**src/hdl/mct_pkg.sv**
```systemverilog
// ----------------------------------------------------------------------------
// mct_pkg
// shared constants, payload types and sequencer states of the multiset
// counting table
// ----------------------------------------------------------------------------
package mct_pkg;

  localparam int ENTRIES     = 16;
  localparam int KEY_WIDTH   = 32;
  localparam int COUNT_WIDTH = 16;
  localparam int IDX_W       = $clog2(ENTRIES);
  localparam int DIST_W      = $clog2(ENTRIES + 1);

  typedef enum logic [1:0] {
    CMD_ADD    = 2'd0,
    CMD_REMOVE = 2'd1,
    CMD_COUNT  = 2'd2,
    CMD_POPULAR = 2'd3
  } cmd_t;

  typedef enum logic [1:0] {
    ST_IDLE,
    ST_SCAN,
    ST_UPDATE,
    ST_DONE
  } state_t;

  typedef struct packed {
    logic [1:0]           command;
    logic [KEY_WIDTH-1:0] key;
  } in_item_t;

  typedef struct packed {
    logic [COUNT_WIDTH-1:0] occurrences;
    logic [DIST_W-1:0]      distinct_keys;
    logic [KEY_WIDTH-1:0]   popular_key;
    logic                   bag_empty;
    logic                   table_full;
  } out_item_t;

  typedef struct packed {
    logic in_ready;
    logic scan_en;
    logic upd_en;
    logic load_out;
  } ctrl_t;

endpackage

```
**src/hdl/multiset_counting_table_unit.sv**
```systemverilog
// ----------------------------------------------------------------------------
// multiset_counting_table_unit
// bounded multiset of keys with occurrence counts; one entry is visited per
// cycle by a single compare unit under a small sequencer
// ----------------------------------------------------------------------------
// flow: accept an input beat, scan all ENTRIES entries, update, then load the output register,
// which waits while an unread result is held; a new item is accepted only after that load
// the output register holds a result while the next item is being scanned
// reset: synchronous, active low; clears all entry valid bits, distinct count
// and the sequencer, no clearing pass is needed
module multiset_counting_table_unit (
  input  logic                clk,
  input  logic                rst_n,
  input  logic                in_valid,
  output logic                in_ready,
  input  mct_pkg::in_item_t   in_data,
  output logic                out_valid,
  input  logic                out_ready,
  output mct_pkg::out_item_t  out_data
);

  localparam logic [mct_pkg::COUNT_WIDTH-1:0] COUNT_MAX = '1;
  localparam logic [mct_pkg::IDX_W-1:0] LAST_IDX = mct_pkg::IDX_W'(mct_pkg::ENTRIES - 1);

  mct_pkg::state_t state_r, state_nxt;
  mct_pkg::ctrl_t  ctrl;

  // entry storage
  logic [mct_pkg::ENTRIES-1:0]   valid_r;
  logic [mct_pkg::KEY_WIDTH-1:0] key_r   [mct_pkg::ENTRIES];
  logic [mct_pkg::COUNT_WIDTH-1:0] count_r [mct_pkg::ENTRIES];
  logic [mct_pkg::IDX_W-1:0]     age_r   [mct_pkg::ENTRIES];
  logic [mct_pkg::DIST_W-1:0]    distinct_r, distinct_nxt;

  // item under work
  mct_pkg::cmd_t                 cmd_r;
  logic [mct_pkg::KEY_WIDTH-1:0] item_key_r;
  logic [mct_pkg::IDX_W-1:0]     idx_r;

  // scan results
  logic                            hit_r;
  logic [mct_pkg::IDX_W-1:0]       hit_idx_r;
  logic [mct_pkg::COUNT_WIDTH-1:0] hit_cnt_r;
  logic [mct_pkg::IDX_W-1:0]       hit_age_r;
  logic                            free_r;
  logic [mct_pkg::IDX_W-1:0]       free_idx_r;
  logic                            best_r;
  logic [mct_pkg::COUNT_WIDTH-1:0] best_cnt_r;
  logic [mct_pkg::IDX_W-1:0]       best_age_r;
  logic [mct_pkg::KEY_WIDTH-1:0]   best_key_r;

  mct_pkg::out_item_t res_r, res_nxt;
  mct_pkg::out_item_t out_r;
  logic               out_valid_r;

  // current entry
  logic                            cur_valid;
  logic [mct_pkg::KEY_WIDTH-1:0]   cur_key;
  logic [mct_pkg::COUNT_WIDTH-1:0] cur_cnt;
  logic [mct_pkg::IDX_W-1:0]       cur_age;
  logic                            cur_match;
  logic                            cur_better;

  // update decisions
  logic                            add_hit, add_new, rem_hit, rem_zero;
  logic [mct_pkg::COUNT_WIDTH-1:0] new_cnt;

  assign cur_valid = valid_r[idx_r];
  assign cur_key   = key_r[idx_r];
  assign cur_cnt   = count_r[idx_r];
  assign cur_age   = age_r[idx_r];

  // shared compare unit: key equality for lookups, rank order for popular
  always_comb begin
    cur_match  = 1'b0;
    cur_better = 1'b0;
    if (cmd_r == mct_pkg::CMD_POPULAR) begin
      cur_better = cur_valid && (!best_r || (cur_cnt > best_cnt_r) ||
                   ((cur_cnt == best_cnt_r) && (cur_age < best_age_r)));
    end else begin
      cur_match = cur_valid && !hit_r && (cur_key == item_key_r);
    end
  end

  // sequencer
  always_comb begin
    state_nxt = state_r;
    case (state_r)
      mct_pkg::ST_IDLE: begin
        if (in_valid) state_nxt = mct_pkg::ST_SCAN;
      end
      mct_pkg::ST_SCAN: begin
        if (idx_r == LAST_IDX) state_nxt = mct_pkg::ST_UPDATE;
      end
      mct_pkg::ST_UPDATE: state_nxt = mct_pkg::ST_DONE;
      mct_pkg::ST_DONE: begin
        if (!out_valid_r || out_ready) state_nxt = mct_pkg::ST_IDLE;
      end
      default: state_nxt = mct_pkg::ST_IDLE;
    endcase
  end

  always_comb begin
    ctrl = '0;
    case (state_r)
      mct_pkg::ST_IDLE:   ctrl.in_ready = 1'b1;
      mct_pkg::ST_SCAN:   ctrl.scan_en  = 1'b1;
      mct_pkg::ST_UPDATE: ctrl.upd_en   = 1'b1;
      mct_pkg::ST_DONE:   ctrl.load_out = !out_valid_r || out_ready;
      default:            ctrl = '0;
    endcase
  end

  always_ff @(posedge clk) begin
    if (!rst_n) begin
      state_r <= mct_pkg::ST_IDLE;
    end else begin
      state_r <= state_nxt;
    end
  end

  // update decisions and result
  always_comb begin
    add_hit      = (cmd_r == mct_pkg::CMD_ADD) && hit_r;
    add_new      = (cmd_r == mct_pkg::CMD_ADD) && !hit_r && free_r;
    rem_hit      = (cmd_r == mct_pkg::CMD_REMOVE) && hit_r;
    new_cnt      = hit_cnt_r;
    if (add_hit && (hit_cnt_r != COUNT_MAX)) new_cnt = hit_cnt_r + 1'b1;
    if (rem_hit) new_cnt = hit_cnt_r - 1'b1;
    rem_zero     = rem_hit && (new_cnt == '0);
    distinct_nxt = distinct_r;
    if (add_new)  distinct_nxt = distinct_r + 1'b1;
    if (rem_zero) distinct_nxt = distinct_r - 1'b1;

    res_nxt               = '0;
    res_nxt.distinct_keys = distinct_nxt;
    case (cmd_r)
      mct_pkg::CMD_ADD: begin
        if (hit_r) begin
          res_nxt.occurrences = new_cnt;
        end else if (free_r) begin
          res_nxt.occurrences = mct_pkg::COUNT_WIDTH'(1);
        end else begin
          res_nxt.table_full = 1'b1;
        end
      end
      mct_pkg::CMD_REMOVE: begin
        if (hit_r) res_nxt.occurrences = new_cnt;
      end
      mct_pkg::CMD_COUNT: begin
        if (hit_r) res_nxt.occurrences = hit_cnt_r;
      end
      mct_pkg::CMD_POPULAR: begin
        if (best_r) begin
          res_nxt.occurrences = best_cnt_r;
          res_nxt.popular_key = best_key_r;
        end else begin
          res_nxt.bag_empty = 1'b1;
        end
      end
      default: res_nxt = '0;
    endcase
  end

  // item capture and scan
  always_ff @(posedge clk) begin
    if (ctrl.in_ready && in_valid) begin
      cmd_r      <= mct_pkg::cmd_t'(in_data.command);
      item_key_r <= in_data.key;
      idx_r      <= '0;
      hit_r      <= 1'b0;
      free_r     <= 1'b0;
      best_r     <= 1'b0;
    end else if (ctrl.scan_en) begin
      idx_r <= idx_r + 1'b1;
      if (cur_match) begin
        hit_r     <= 1'b1;
        hit_idx_r <= idx_r;
        hit_cnt_r <= cur_cnt;
        hit_age_r <= cur_age;
      end
      if (!cur_valid && !free_r) begin
        free_r     <= 1'b1;
        free_idx_r <= idx_r;
      end
      if (cur_better) begin
        best_r     <= 1'b1;
        best_cnt_r <= cur_cnt;
        best_age_r <= cur_age;
        best_key_r <= cur_key;
      end
    end
    if (ctrl.upd_en) res_r <= res_nxt;
  end

  // entry write-back
  always_ff @(posedge clk) begin
    if (!rst_n) begin
      valid_r    <= '0;
      distinct_r <= '0;
    end else if (ctrl.upd_en) begin
      distinct_r <= distinct_nxt;
      if (add_new)  valid_r[free_idx_r] <= 1'b1;
      if (rem_zero) valid_r[hit_idx_r]  <= 1'b0;
    end
  end

  always_ff @(posedge clk) begin
    if (ctrl.upd_en) begin
      for (int i = 0; i < mct_pkg::ENTRIES; i++) begin
        if (add_new && valid_r[i]) age_r[i] <= age_r[i] + 1'b1;
        if (rem_zero && valid_r[i] && (age_r[i] > hit_age_r)) age_r[i] <= age_r[i] - 1'b1;
      end
      if (add_hit || rem_hit) count_r[hit_idx_r] <= new_cnt;
      if (add_new) begin
        key_r[free_idx_r]   <= item_key_r;
        count_r[free_idx_r] <= mct_pkg::COUNT_WIDTH'(1);
        age_r[free_idx_r]   <= '0;
      end
    end
  end

  // output register
  always_ff @(posedge clk) begin
    if (!rst_n) begin
      out_valid_r <= 1'b0;
    end else if (ctrl.load_out) begin
      out_valid_r <= 1'b1;
    end else if (out_ready) begin
      out_valid_r <= 1'b0;
    end
  end

  always_ff @(posedge clk) begin
    if (ctrl.load_out) out_r <= res_r;
  end

  // no input beat is taken while reset is held
  assign in_ready  = ctrl.in_ready && rst_n;
  assign out_valid = out_valid_r;
  assign out_data  = out_r;

endmodule
```
**config.mk**
```make
export PLATFORM = sky130hd
export DESIGN_NAME = multiset_counting_table_unit
export DESIGN_NICKNAME = d
export VERILOG_FILES = /design/src/hdl/mct_pkg.sv /design/src/hdl/multiset_counting_table_unit.sv
export SDC_FILE = /design/constraint.sdc
export NUM_CORES = 1
export LEC_CHECK = 0
export BUFFER_PORTS_ARGS = -buffer_cell sky130_fd_sc_hd__buf_2
export CAP_MARGIN = 20
export CORE_ASPECT_RATIO = 0.7
export CORE_MARGIN = 2
export CORE_UTILIZATION = 68
export CTS_BUF_LIST = sky130_fd_sc_hd__clkbuf_8 sky130_fd_sc_hd__clkbuf_16
export CTS_CLUSTER_DIAMETER = 50
export DETAILED_ROUTE_END_ITERATION = 10
export GPL_TIMING_DRIVEN = 0
export PLACE_DENSITY = 0.84
export SETUP_SLACK_MARGIN = 0.2
export SYNTH_ARGS = -nofsm -noshare
export SYNTH_HDL_FRONTEND = slang
export SYNTH_SLANG_ARGS = --single-unit
```
**constraint.sdc**
```tcl
create_clock -name clk -period 20.1 [get_ports clk]
set_clock_uncertainty 0.1 [all_clocks]
set_input_delay 3.015 -clock clk [delete_from_list [all_inputs] [get_ports clk]]
set_output_delay 3.015 -clock clk [all_outputs]
set_load 0.03 [all_outputs]
```
# After elaboration in Yosys (flattened, before gate mapping)

Memories as Yosys holds them, arrays and structs flattened. A register that Yosys moved wholly into a read port is not among the register bits.
Index checks and enable logic that the tools add are counted.

Add/sub/neg operators: 37
Reductions and logical operators: 86
Bitwise logic cells: 21
$lt $le $gt $ge: 23
Equality and inequality tests: 13
Muxes and demuxes: 161

Operators by type and width:

| operator              | count |
|---|---|
| $mux 16               | 11 |
| $mux 1                | 117 |
| $mux 4                | 23 |
| $add 4x1->4 const B   | 17 |
| $gt 4x4->1            | 16 |
| $pmux 16 s4           | 1 |
| $sub 4x1->4 const B   | 16 |
| $logic_and 1x1->1     | 63 |
| $eq 32x32->1          | 1 |
| $add 16x1->16 const B | 1 |
| $and 16x16->16        | 1 |
| $eq 16x16->1          | 1 |
| $gt 16x16->1          | 1 |
| $logic_not 16->1      | 1 |
| $ne 16x16->1 const B  | 1 |
| $not 16->16           | 1 |
| $or 1x1->1            | 16 |
| $or 16x16->16         | 1 |
| $reduce_or 16->1      | 1 |
| $sub 16x1->16 const B | 1 |
| $lt 4x5->1 const B    | 3 |
| $reduce_and 3->1      | 4 |
| $mux 5                | 2 |
| $demux 1 s4           | 2 |
| 18 further kinds      | 39 |

Word-level logic and storage cells: 371
Bits in registers: 255
RAM bits: 832
Memories kept: 3

Memory list:

| memory  | words | width | read ports | clocked after Yosys merged registers in | write ports | RTL line                           | RTL |
|---|---|---|---|---|---|---|---|
| key_r   | 16    | 32    | 1          | 1                                       | 1           | multiset_counting_table_unit.sv:30 | `logic [mct_pkg::KEY_WIDTH-1:0] key_r [mct_pkg::ENTRIES];` |
| count_r | 16    | 16    | 1          | 1                                       | 1           | multiset_counting_table_unit.sv:31 | `logic [mct_pkg::COUNT_WIDTH-1:0] count_r [mct_pkg::ENTRIES];` |
| age_r   | 16    | 4     | 17         | 1                                       | 17          | multiset_counting_table_unit.sv:32 | `logic [mct_pkg::IDX_W-1:0] age_r [mct_pkg::ENTRIES];` |

# Logic depth before layout (Yosys ltp)

Depth after elaboration: 13
Depth in mapped cells: 23
Gate-level depth less buffers: 17

# Worst setup path before layout

Ideal clock, no wire load.

Path type: register to register
Start point: reg (tool-made name)
End point: reg best_age_r[0] (netlist name) (enable)
Data required time: 19.507 ns
Buffers on the path: 7
Setup time: 0.493 ns
Stages on the path, launching flop included: 19
Slack: 13.003 ns
Data arrival time: 6.504 ns
Cells stage by stage: dfxtp_1 buf_4 buf_6 buf_4 buf_2 buf_2 buf_1 clkbuf_1 mux4_2 mux4_2 ha_1 nand4_1 nor2_1 nand2_1 nor3_1 nor2_1 o21ai_0 o2111ai_1 a31oi_1

RTL lines:

| item                 | RTL line                            | RTL |
|---|---|---|
| end signal, assigned | multiset_counting_table_unit.sv:189 | `best_age_r <= cur_age;` |
| end, declared        | multiset_counting_table_unit.sv:49  | `logic [mct_pkg::IDX_W-1:0] best_age_r;` |

==> impl_metrics.yaml <==
outcome:
  run_status: "finished, final reports clean"
worst_setup_path:
  cp_data_arrival_time_ns: 8.48
  cp-end-kind: "flip-flop"
  cp_max_fo: 29
  worstSetupPathType: "reg -> reg"
  worstSetupStartpointType: "flip-flop"
  reg2reg_to: "best_key_r[18]"
  crit_required_ns: 20.38
  r2r_slack_ns: 11.90
  r2r_cells: 19
die:
  rows: 81
  fp.dieH_um: 226
  pin_count: 95
  core-area_um2: 69700
  die_w_um: 321
  die_area_um2: 72500
  start_util: 0.685
pwr:
  irDropWorstVdd_mv: 0.0823
  leakagePower_nw: 18.5
  power.density_nw_per_um2: 105
timing:
  hold_violations: 0
  final-max-slew-violation-count: 0
  relSlewSlack: 0.181
  period_minus_slack_ns: 8.20
  tightest_slew_ns: 1.23
  fin_tns_setup_ns: 0
  fmax_mhz: 122
  setup_violations: 0
  rsz0062_at_grt: "false"
  finalCritPeriodShare: 0.408
  whs_ns: 0.317
min_path:
  whs_endpoint: "out_data[13]"
  whs_path_depth: 0
  min-delay-start: "res_r[13]"
  hp-class: "reg -> reg"
drt:
  drt-initial-drc-count: 5780
  drt-total-wl_mm: 139
  viasPerCell: 7.29
  firstDrtPassIters: 7
  post_drt_wl_per_cell_um: 33.1
  vias: 30498
  antenna_left: 0
  drc: 0
synth:
  yosysTopAreaCellShare: 0.623
  synth_fp_nets: 3117
  yosys-top-cells-count: "992 x edfxtp_1, 208 x mux4_2, 162 x nand2_1, 141 x mux2i_1, 125 x ha_1"
  synth_edf_count: 992
  ys_seq_elements: 1091
  syn_inst: 2938
  synth_cell_types: 81
  ys.warnings.count: 0
  syn_avg_cell_area_um2: 16.3
  async_flop_share: 0
  synthTopCellsByArea: "edfxtp_1 62%, mux4_2 9.8%, dfxtp_1 4.1%"
  synthesis.area_um2: 47800
  synth_top_cell_by_area: "edfxtp_1"
  synthFlopType: "edfxtp_1"
  ys_seq_area_frac: 0.665
  synth_most_common_cell: "edfxtp_1"
finish:
  fin_util: 0.769
  area.growth.synth_to_final_pct: 12.1
  drive_gt1_frac: 0.197
  nets: 3361
global_routing:
  grt_usage: 0.387
  grt_pass1_vias: 29595
  grt_pass1_wl_mm: 198
  grt-ovfl-total: 0
  grt_max_degree: 45
  grt_antenna_before_repair: 8
placement:
  dp_hpwl_mm: 92.4
  io_buffer_count: 94
  gp_congestion: 0.957
clock_tree:
  cts_sinks: 1091
  htree_levels: 3
  postCtsResizedCells: 0
  hold_buffers: 0
  cts_setup_buffers: 0
  clockBufferDepth: 3
  cts_tree: "built"
  clkTransAtPathRegs_ns: 0.07
  clockRootBuffer: "clkbuf_16"
  clock_latency_ns: 0.71
  cts-buffers-inserted: 101
run:
  maxCapViolCount: 0
-- worst max-delay path by stage --
stage	startpoint	end	cells past startpoint
after detailed placement	flip-flop	best_key_r[1]	19
final	flip-flop	best_key_r[18]	19
after global routing	flip-flop	best_key_r[18]	19
after floorplan	flip-flop	best_age_r[0]	18
after global placement	flip-flop	best_key_r[1]	18
after CTS	flip-flop	best_cnt_r[9]	19
-- cell type report --
type / count / area (µm²)
multi-input cells: 1606 / 15000
plain buffers: 129 / 622
well taps: 913 / 1140
repair buffers: 141 / 1300
clock inverters: 84 / 714
diodes: 2 / 5.00
flip-flops and latches: 1091 / 31800
clock buffers: 103 / 2570
inverters: 112 / 420
fillers: 3820 / 16100
-- placed cells by master (no fill, tap or decap), types with 43 or more instances in the layout --
cell type	count
ha_1	124
nor2_1	91
buf_2	140
o21ai_0	62
inv_1	110
a21oi_1	78
mux4_2	208
nand3_1	43
xnor2_1	43
mux2i_1	141
nand2_1	162
and2_1	51
clkbuf_1	51
dfxtp_1	99
edfxtp_1	992
clkbuf_16	102
-- registers in the layout (all words and copies together) (netlist names), named ones only --
register / count
cmd_r: 2
hit_age_r: 4
out_data: 55
item_key_r: 32
state_r: 2
key_r: 512
free_r: 1
best_r: 1
idx_r: 4
hit_idx_r: 4
out_valid: 1
best_age_r: 4
valid_r: 16
free_idx_r: 4
hit_r: 1
best_key_r: 32
res_r: 55
age_r: 64
distinct_r: 5
best_cnt_r: 16
hit_cnt_r: 16
count_r: 256
-- power breakdown --
| part | switching, mW | internal (mW) | total (mW) |
|---|---|---|---|
| combinational | 0.613 | 0.345 | 0.959 |
| clock | 0.869 | 1.06 | 1.93 |
| sequential | 0.115 | 2.63 | 2.75 |
| total | 1.60 | 4.04 | 5.64 |
-- metal layers --
layer | global-route usage | wire [µm]
met1 | 0.564 | 50700
met4 | 0.139 | 5740
met5 | 0 | 51
met3 | 0.147 | 23900
met2 | 0.539 | 58100
-- stage by stage --
| step | worst slack, ns | total power [mW] | instances | area, µm² |
|---|---|---|---|---|
| after floorplan | 13.00 | 3.32 | 2938 | 47800 |
| after global placement | 9.00 | 3.64 | 3945 | 49400 |
| after detailed placement | 12.42 | 3.69 | 3986 | 50200 |
| after CTS | 12.37 | 5.58 | 4173 | 53500 |
| after global routing | 11.83 | 5.74 | 4179 | 53600 |
| final | 11.90 | 5.64 | 4181 | 53600 |
-- cells by family (layout without fill, tap and decap cells) --
| kind of cell | count (synthesis) | in the layout | synth area share |
|---|---|---|---|
| and+or+nand+nor | 637 | 637 | 0.0716 |
| buffers and inverters | 241 | 569 | 0.0218 |
| muxes | 357 | 357 | 0.129 |
| DFF | 1091 | 1091 | 0.665 |
| other | 0 | 2 | 0 |
| xor gates and xnor gates | 81 | 81 | 0.0148 |
| adders and majority gates | 141 | 141 | 0.0394 |
| AOI/OAI and AO/OA | 390 | 390 | 0.0582 |
-- worst max-delay path, cell delays in order, from the launching register on --
cell,delay (ns)
dfxtp_1,0.39
buf_4,0.18
buf_6,0.21
buf_4,0.28
buf_2,0.38
buf_2,0.48
buf_1,0.83
clkbuf_1,0.95
mux4_2,0.44
mux4_2,0.52
ha_1,0.34
nand4_1,0.16
nor2_1,0.21
nand2_1,0.16
nor3_1,0.64
nor2_1,0.13
o21ai_0,0.25
o2111ai_1,0.28
a31oi_4,0.59
buf_12,0.28
No activity file was read; power rests on OpenSTA's default activity.
